**config.mk**
```make
export PLATFORM = sky130hd
export DESIGN_NAME = rolling_kmer_extractor
export DESIGN_NICKNAME = d
export VERILOG_FILES = /design/src/hdl/rke_pkg.sv /design/src/hdl/rke_base_decode.sv /design/src/hdl/rke_kmer_core.sv /design/src/hdl/rolling_kmer_extractor.sv
export SDC_FILE = /design/constraint.sdc
export NUM_CORES = 1
export LEC_CHECK = 0
export BUFFER_PORTS_ARGS = -buffer_cell sky130_fd_sc_hd__buf_4
export CAP_MARGIN = 20
export CORE_MARGIN = 8
export CORE_UTILIZATION = 55
export DETAILED_ROUTE_END_ITERATION = 8
export MAX_ROUTING_LAYER = met4
export PLACE_DENSITY = 0.73
export SETUP_SLACK_MARGIN = 0.05
export SYNTH_ARGS = -nofsm -noshare
export SYNTH_HDL_FRONTEND = slang
export SYNTH_SLANG_ARGS = --single-unit
```
**constraint.sdc**
```tcl
create_clock -name clk_i -period 8.2 [get_ports clk_i]
set_input_delay 0 -clock clk_i [delete_from_list [all_inputs] [get_ports clk_i]]
set_output_delay 0 -clock clk_i [all_outputs]
set_load 0.1 [all_outputs]
```
**src/hdl/rke_pkg.sv**
```systemverilog
// shared types and constants for the rolling k-mer extractor
package rke_pkg;

  localparam int unsigned MaxReadLen = 65536;
  localparam int unsigned PosW       = $clog2(MaxReadLen + 1);
  localparam int unsigned StartW     = 16;
  localparam int unsigned KmerMax    = 16;
  localparam int unsigned KLenW      = 5;
  localparam int unsigned WordW      = 2 * KmerMax;
  localparam int unsigned RunW       = $clog2(KmerMax + 1);

  localparam logic [KLenW-1:0] KLenReset = KLenW'(8);
  localparam logic [PosW-1:0]  PosLimit  = PosW'(MaxReadLen);

  typedef enum logic [1:0] {
    BaseA = 2'd0,
    BaseC = 2'd1,
    BaseG = 2'd2,
    BaseT = 2'd3
  } base_e;

  typedef struct packed {
    logic  is_base;
    base_e code;
  } base_t;

  typedef struct packed {
    logic              kmer_valid;
    logic [StartW-1:0] kmer_start;
    logic [WordW-1:0]  kmer_code;
    logic              read_done;
  } kmer_res_t;

endpackage

```
**src/hdl/rke_base_decode.sv**
```systemverilog
// maps an ascii character to its 2-bit base code or a break
module rke_base_decode (
  input  logic [7:0]     base_char_i,
  output rke_pkg::base_t base_o
);

  always_comb begin
    base_o.is_base = 1'b1;
    base_o.code    = rke_pkg::BaseA;
    unique case (base_char_i)
      "A", "a": base_o.code = rke_pkg::BaseA;
      "C", "c": base_o.code = rke_pkg::BaseC;
      "G", "g": base_o.code = rke_pkg::BaseG;
      "T", "t": base_o.code = rke_pkg::BaseT;
      default: begin
        base_o.is_base = 1'b0;
        base_o.code    = rke_pkg::BaseA;
      end
    endcase
  end

endmodule

```
**src/hdl/rke_kmer_core.sv**
```systemverilog
// read state registers and the per-base k-mer update
module rke_kmer_core (
  input  logic                      clk_i,
  input  logic                      rst_ni,
  input  logic                      step_i,
  input  logic [rke_pkg::KLenW-1:0] kmer_length_i,
  input  rke_pkg::base_t            base_i,
  input  logic                      end_of_read_i,
  output rke_pkg::kmer_res_t        res_o
);

  logic [rke_pkg::WordW-1:0] word_q, word_d;
  logic [rke_pkg::RunW-1:0]  run_q, run_d;
  logic [rke_pkg::PosW-1:0]  pos_q, pos_d;
  logic [rke_pkg::KLenW-1:0] k_eff;
  logic [5:0]                shamt;
  logic [rke_pkg::WordW-1:0] mask;
  logic [rke_pkg::PosW-1:0]  start_full;
  logic                      pos_ok;

  always_comb begin
    priority if (kmer_length_i == '0) begin
      k_eff = rke_pkg::KLenW'(1);
    end else if (kmer_length_i > rke_pkg::KLenW'(rke_pkg::KmerMax)) begin
      k_eff = rke_pkg::KLenW'(rke_pkg::KmerMax);
    end else begin
      k_eff = kmer_length_i;
    end
  end

  assign shamt = {k_eff, 1'b0};
  assign mask  = ~({rke_pkg::WordW{1'b1}} << shamt);
  assign pos_ok = (pos_q < rke_pkg::PosLimit);
  assign start_full = pos_q + rke_pkg::PosW'(1) - rke_pkg::PosW'(k_eff);

  always_comb begin
    word_d = word_q;
    run_d  = '0;
    if (base_i.is_base) begin
      word_d = {word_q[rke_pkg::WordW-3:0], base_i.code};
      run_d  = (run_q < rke_pkg::RunW'(rke_pkg::KmerMax)) ? run_q + rke_pkg::RunW'(1) : run_q;
    end
  end

  always_comb begin
    res_o            = '0;
    res_o.read_done  = end_of_read_i;
    if (base_i.is_base && pos_ok && (rke_pkg::KLenW'(run_d) >= k_eff)) begin
      res_o.kmer_valid = 1'b1;
      res_o.kmer_start = start_full[rke_pkg::StartW-1:0];
      res_o.kmer_code  = word_d & mask;
    end
  end

  assign pos_d = pos_ok ? pos_q + rke_pkg::PosW'(1) : pos_q;

  always_ff @(posedge clk_i or negedge rst_ni) begin
    if (!rst_ni) begin
      word_q <= '0;
      run_q  <= '0;
      pos_q  <= '0;
    end else if (step_i) begin
      if (end_of_read_i) begin
        word_q <= '0;
        run_q  <= '0;
        pos_q  <= '0;
      end else begin
        word_q <= word_d;
        run_q  <= run_d;
        pos_q  <= pos_d;
      end
    end
  end

endmodule

```
**src/hdl/rolling_kmer_extractor.sv**
```systemverilog
// top level of the rolling k-mer extractor
// usage:
// - input channel in_valid_i/in_ready_o carries one ascii base per request
//   with end_of_read_i set on the last character of a read
// - output channel out_valid_o/out_ready_i carries exactly one result per
//   input request; kmer_valid_o tells whether a k-mer ends at that base
// - cfg_we_i/cfg_wdata_i set the k-mer length (0 acts as 1, above 16 as 16);
//   write it only while no request is in flight
// - an accepted request is loaded into the input register; the state update
//   and mask logic then run from it into the result register, which drives
//   the outputs
// - throughput is one base per cycle while the receiver takes each result,
//   with the rolling shift and run counter update done per accepted base
// - when the receiver stalls, the result register holds and the input
//   register fills; the input side stops only when both are occupied
// - reset clears the pipeline, the read state and sets the length to 8;
//   read state also clears after each end-of-read request
module rolling_kmer_extractor (
  input  logic                      clk_i,
  input  logic                      rst_ni,
  input  logic                      cfg_we_i,
  input  logic [rke_pkg::KLenW-1:0] cfg_wdata_i,
  input  logic                      in_valid_i,
  output logic                      in_ready_o,
  input  logic [7:0]                base_char_i,
  input  logic                      end_of_read_i,
  output logic                      out_valid_o,
  input  logic                      out_ready_i,
  output logic                      kmer_valid_o,
  output logic [15:0]               kmer_start_o,
  output logic [31:0]               kmer_code_o,
  output logic                      read_done_o
);

  logic [rke_pkg::KLenW-1:0] klen_q;
  logic                      in_vld_q;
  logic [7:0]                char_q;
  logic                      eor_q;
  logic                      out_vld_q;
  rke_pkg::kmer_res_t        res_q, res_d;
  rke_pkg::base_t            base;
  logic                      advance;

  assign advance    = !out_vld_q || out_ready_i;
  assign in_ready_o = !in_vld_q || advance;

  always_ff @(posedge clk_i or negedge rst_ni) begin
    if (!rst_ni) begin
      klen_q <= rke_pkg::KLenReset;
    end else if (cfg_we_i) begin
      klen_q <= cfg_wdata_i;
    end
  end

  // input register
  always_ff @(posedge clk_i or negedge rst_ni) begin
    if (!rst_ni) begin
      in_vld_q <= 1'b0;
    end else if (in_ready_o) begin
      in_vld_q <= in_valid_i;
    end
  end

  always_ff @(posedge clk_i) begin
    if (in_ready_o && in_valid_i) begin
      char_q <= base_char_i;
      eor_q  <= end_of_read_i;
    end
  end

  rke_base_decode u_decode (
    .base_char_i (char_q),
    .base_o      (base)
  );

  rke_kmer_core u_core (
    .clk_i         (clk_i),
    .rst_ni        (rst_ni),
    .step_i        (in_vld_q && advance),
    .kmer_length_i (klen_q),
    .base_i        (base),
    .end_of_read_i (eor_q),
    .res_o         (res_d)
  );

  // result register
  always_ff @(posedge clk_i or negedge rst_ni) begin
    if (!rst_ni) begin
      out_vld_q <= 1'b0;
    end else if (advance) begin
      out_vld_q <= in_vld_q;
    end
  end

  always_ff @(posedge clk_i) begin
    if (advance && in_vld_q) begin
      res_q <= res_d;
    end
  end

  assign out_valid_o  = out_vld_q;
  assign kmer_valid_o = res_q.kmer_valid;
  assign kmer_start_o = res_q.kmer_start;
  assign kmer_code_o  = res_q.kmer_code;
  assign read_done_o  = res_q.read_done;

endmodule
```
==> summary.txt <==
Place
  – Cell Count Post-Placement: 687
  – Setup WS pre-CTS: around 4.8 ns
  – Dpl hpwl: roughly 8.0 mm
  – PortBufs: 69
  – GP Congestion: 0.869

CTS
  – Clk buf depth: 2
  – CTS tree: built
  – Clk slew on worst S/H paths: 0.05 ns
  – Sink Count: about 120
  – Setup bufs post-CTS: 0
  – Clk_lat worst skew: 0.53 ns
  – CTS Buf Count: 17
  – Root buf cell: clkbuf_8
  – # resized after CTS: 0
  – H-tree Lvls: 4

Timing
  – Worst Clk Skew: 0.00766 ns
  – Rel. slew slack: 0.305
  – Final period util: 0.423
  – Fin worst setup slack: 4.73 ns
  – Actual slew at the worst max-slew pin: 1.04 ns
  – Max-slew violation count: 0
  – Final Hold Viols: 0
  – Fin crit period: 3.47 ns
  – Hold_ws: 0.0902 ns
  – Setup TNS after final layout: 0 ns
  – RSZ-0062 raised after global routing: no
  – Setup violators final: 0
  – Highest clock rate: around 290 MHz

Power
  – Pwr Total: about 1.8 mW
  – Leak pwr: 2.99 nW
  – PD cells: 246 nW/µm²
  – VDD IR max: 0.000182 V

Setup path
  – Buf/Inv on CP: 1
  – Worst path most repeated cell: nor2b_1
  – Critical Path End: kmer_code_o[16]$_SDFFCE_PN0P_
  – Critical Path Start: char_q[4]$_DFFE_PP_
  – CP startpoint kind: flip-flop
  – RR Startpoint: char_q[4]$_DFFE_PP_
  – Levels on crit path: 13
  – R2R depth: 13
  – CP max stage delay: 0.78 ns
  – CP Data Arrival Time: ~3.7 ns
  – WS Path Type: reg -> reg
  – Critical path capture point type: flip-flop
  – Critical-path top delay cell: o21a_1
  – Largest fanout on the critical path: 33
  – Largest delay contributor family on the critical path: simple AND/OR/NAND/NOR gates
  – CP cell instances: nor2b_1, nor2b_1, o21a_1, nand2_1, ha_1, nor2b_1, o21ai_0, nand3_1, nand2_1, nand3_1, buf_4, a21oi_1, and2_1
  – R2R setup slack: 4.73 ns
  – Worst EP required: around 8.5 ns
  – End of the worst register-to-register path: kmer_code_o[16]$_SDFFCE_PN0P_

Detailed routing
  – Vias per inst: 5.71
  – Post-DR wirelength/cell: 16.9 µm
  – Drt total wl: 12.6 mm
  – DR DRC count: 0
  – DRT iter0 DRCs: 349
  – DR vias: 4245
  – First-pass iteration count of the detailed router: 5
  – Post-route ant nets: 0

Floorplanning
  – I/O pin total: 71
  – Chip width: roughly 120 µm
  – Die ar.: about 14000 µm²
  – Core Rows: 37
  – CORE AREA: 10200 µm²
  – Initial Util: 0.557
  – Die height: around 120 µm

Final layout
  – Fillers: 744
  – Layout cells sized above 1: 0.204
  – Number of nets in the layout: 626
  – Area Overhead vs Synth: 25.8%
  – Commonest non-fill, non-tap cell in the layout: buf_4
  – Antenna Cells: 0
  – Post-route insts no fill: 743
  – Leading cell types in the layout, fill and taps excluded: buf_4, edfxtp_1, dfrtp_1, nand2_1, nor2_1

Job
  – Max capacitance violation total: 0

Logic synthesis
  – Synth Area in Compound Gates: 0.146
  – Synth Warn #: 0
  – Top FF cell, synth: edfxtp_1
  – FF+latch count, synth: approximately 120
  – Synth top area share: 0.307
  – Syn nets: around 540
  – Largest family of logic cells by synthesized area: simple AND/OR/NAND/NOR gates
  – Sequential share of the synthesized area: 0.568
  – Synth async-reset ratio: 0.504
  – Post-synthesis simple-gate area fraction: 0.161
  – Unique masters post-synth: approximately 60
  – Area leader, netlist: edfxtp_1
  – Synth Instances: 505
  – Number of synthesized flops with an enable pin: 58
  – Post-synthesis mux area share: 0.0291
  – Post-Synthesis Cell Area: 5670 µm²
  – Post-synthesis adder-cell area fraction: 0.0300
  – Xor and xnor area share after synthesis: 0.0355
  – Top cells by area, synth: edfxtp_1, dfrtp_1, a22o_1
  – Syn avg cell area: 11.2 µm²

GRT
  – Antenna violations before repair: 0
  – GR Overflow Total: 0
  – Vias in the first global route: 4085
  – Largest net degree at the start of global routing: 60
  – GRT Util Overall: 0.192
  – First-pass GRT wire length: 20.8 mm

Outcome
  – Status: complete, no violations

Hold path
  – Hold Crit Class: in -> async
## stage by stage
step	util	instance area, µm²
floorplan	-	5670
CTS	0.698	7110
global route	0.700	7130
finish	0.700	7130
detailed placement	0.615	6260
global placement	0.615	6260
## cell type report
type | instances | area (µm²) | share of cell area
well taps | 136 | 170 | 0.0239
flip-flops and latches | 117 | 3220 | 0.451
clock inverters | 15 | 211 | 0.0296
multi-input cells | 350 | 2280 | 0.320
inverters | 11 | 41.3 | 0.00579
clock buffers | 17 | 414 | 0.0580
repair buffers | 97 | 796 | 0.112
## worst min-delay path by stage
stage / end / slack [ns]
floorplan: in_vld_q$_DFFE_PN0N_ / -0.30
global placement: u_core.word_q[0]$_DFFE_PN0P_ / 0.13
detailed placement: u_core.word_q[0]$_DFFE_PN0P_ / 0.13
CTS: u_core.word_q[0]$_DFFE_PN0P_ / 0.12
global route: klen_q[2]$_DFFE_PN0P_ / 0.16
finish: u_core.word_q[0]$_DFFE_PN0P_ / 0.09
## cell families (layout without fill, tap and decap cells)
family	Yosys count	count (layout)
buffers and inverters	38	140
AOI/OAI and AO/OA	118	118
DFF	117	117
muxes	16	16
xor gates and xnor gates	23	23
and+or+nand+nor	180	180
adders and majority gates	13	13
## synthesized netlist by cell type (2+ instances only)
master    instances
and2_1           11
nand4b_1          2
nor3b_1           4
clkbuf_1         15
nor2b_1           8
xnor2_1          16
buf_1             2
dfrtp_1          58
a22o_1           36
o21ai_1           2
mux2i_1          12
nand2_1          45
xor2_1            7
nand4_1           2
a311oi_1          2
o21ai_0          29
nand3_1          13
nor3_1           18
or3_1             3
ha_1             12
nand2b_1          5
a31oi_1           7
o31ai_1           5
edfxtp_1         58
mux2_2            4
buf_2             5
a41oi_1           2
o21a_1            4
nor2_1           45
inv_1            11
and3_1           11
or2_2             2
a21oi_1          21
## power breakdown
group	internal (mW)	leakage [nW]	switching [mW]
logic	0.0900	1.32	0.224
clock network	0.519	0.293	0.257
registers	0.646	1.38	0.0211
total	1.26	2.99	0.502
## flip-flops by register name (all words and copies together) (netlist names), 5 cells and up
signal         cells
char_q             7
klen_q             5
kmer_code_o       32
kmer_start_o      16
u_core.pos_q      17
u_core.run_q       5
u_core.word_q     30
## timing repair
action / 4_1_cts / 5_1_grt
hold buffers: 22 / 0
hold endpoints to repair: 74 / 0
setup endpoints to repair: 0 / 0
## metal layers
layer / vias to the layer above / track usage / part of all wire
li1: 2034 / - / -
met5: - / - / 0
met3: 19 / 0.0633 / 0.071
met1: 2037 / 0.242 / 0.44
met2: 155 / 0.288 / 0.47
met4: 0 / 0.0633 / 0.014
Power figures use the tool's default switching activity.
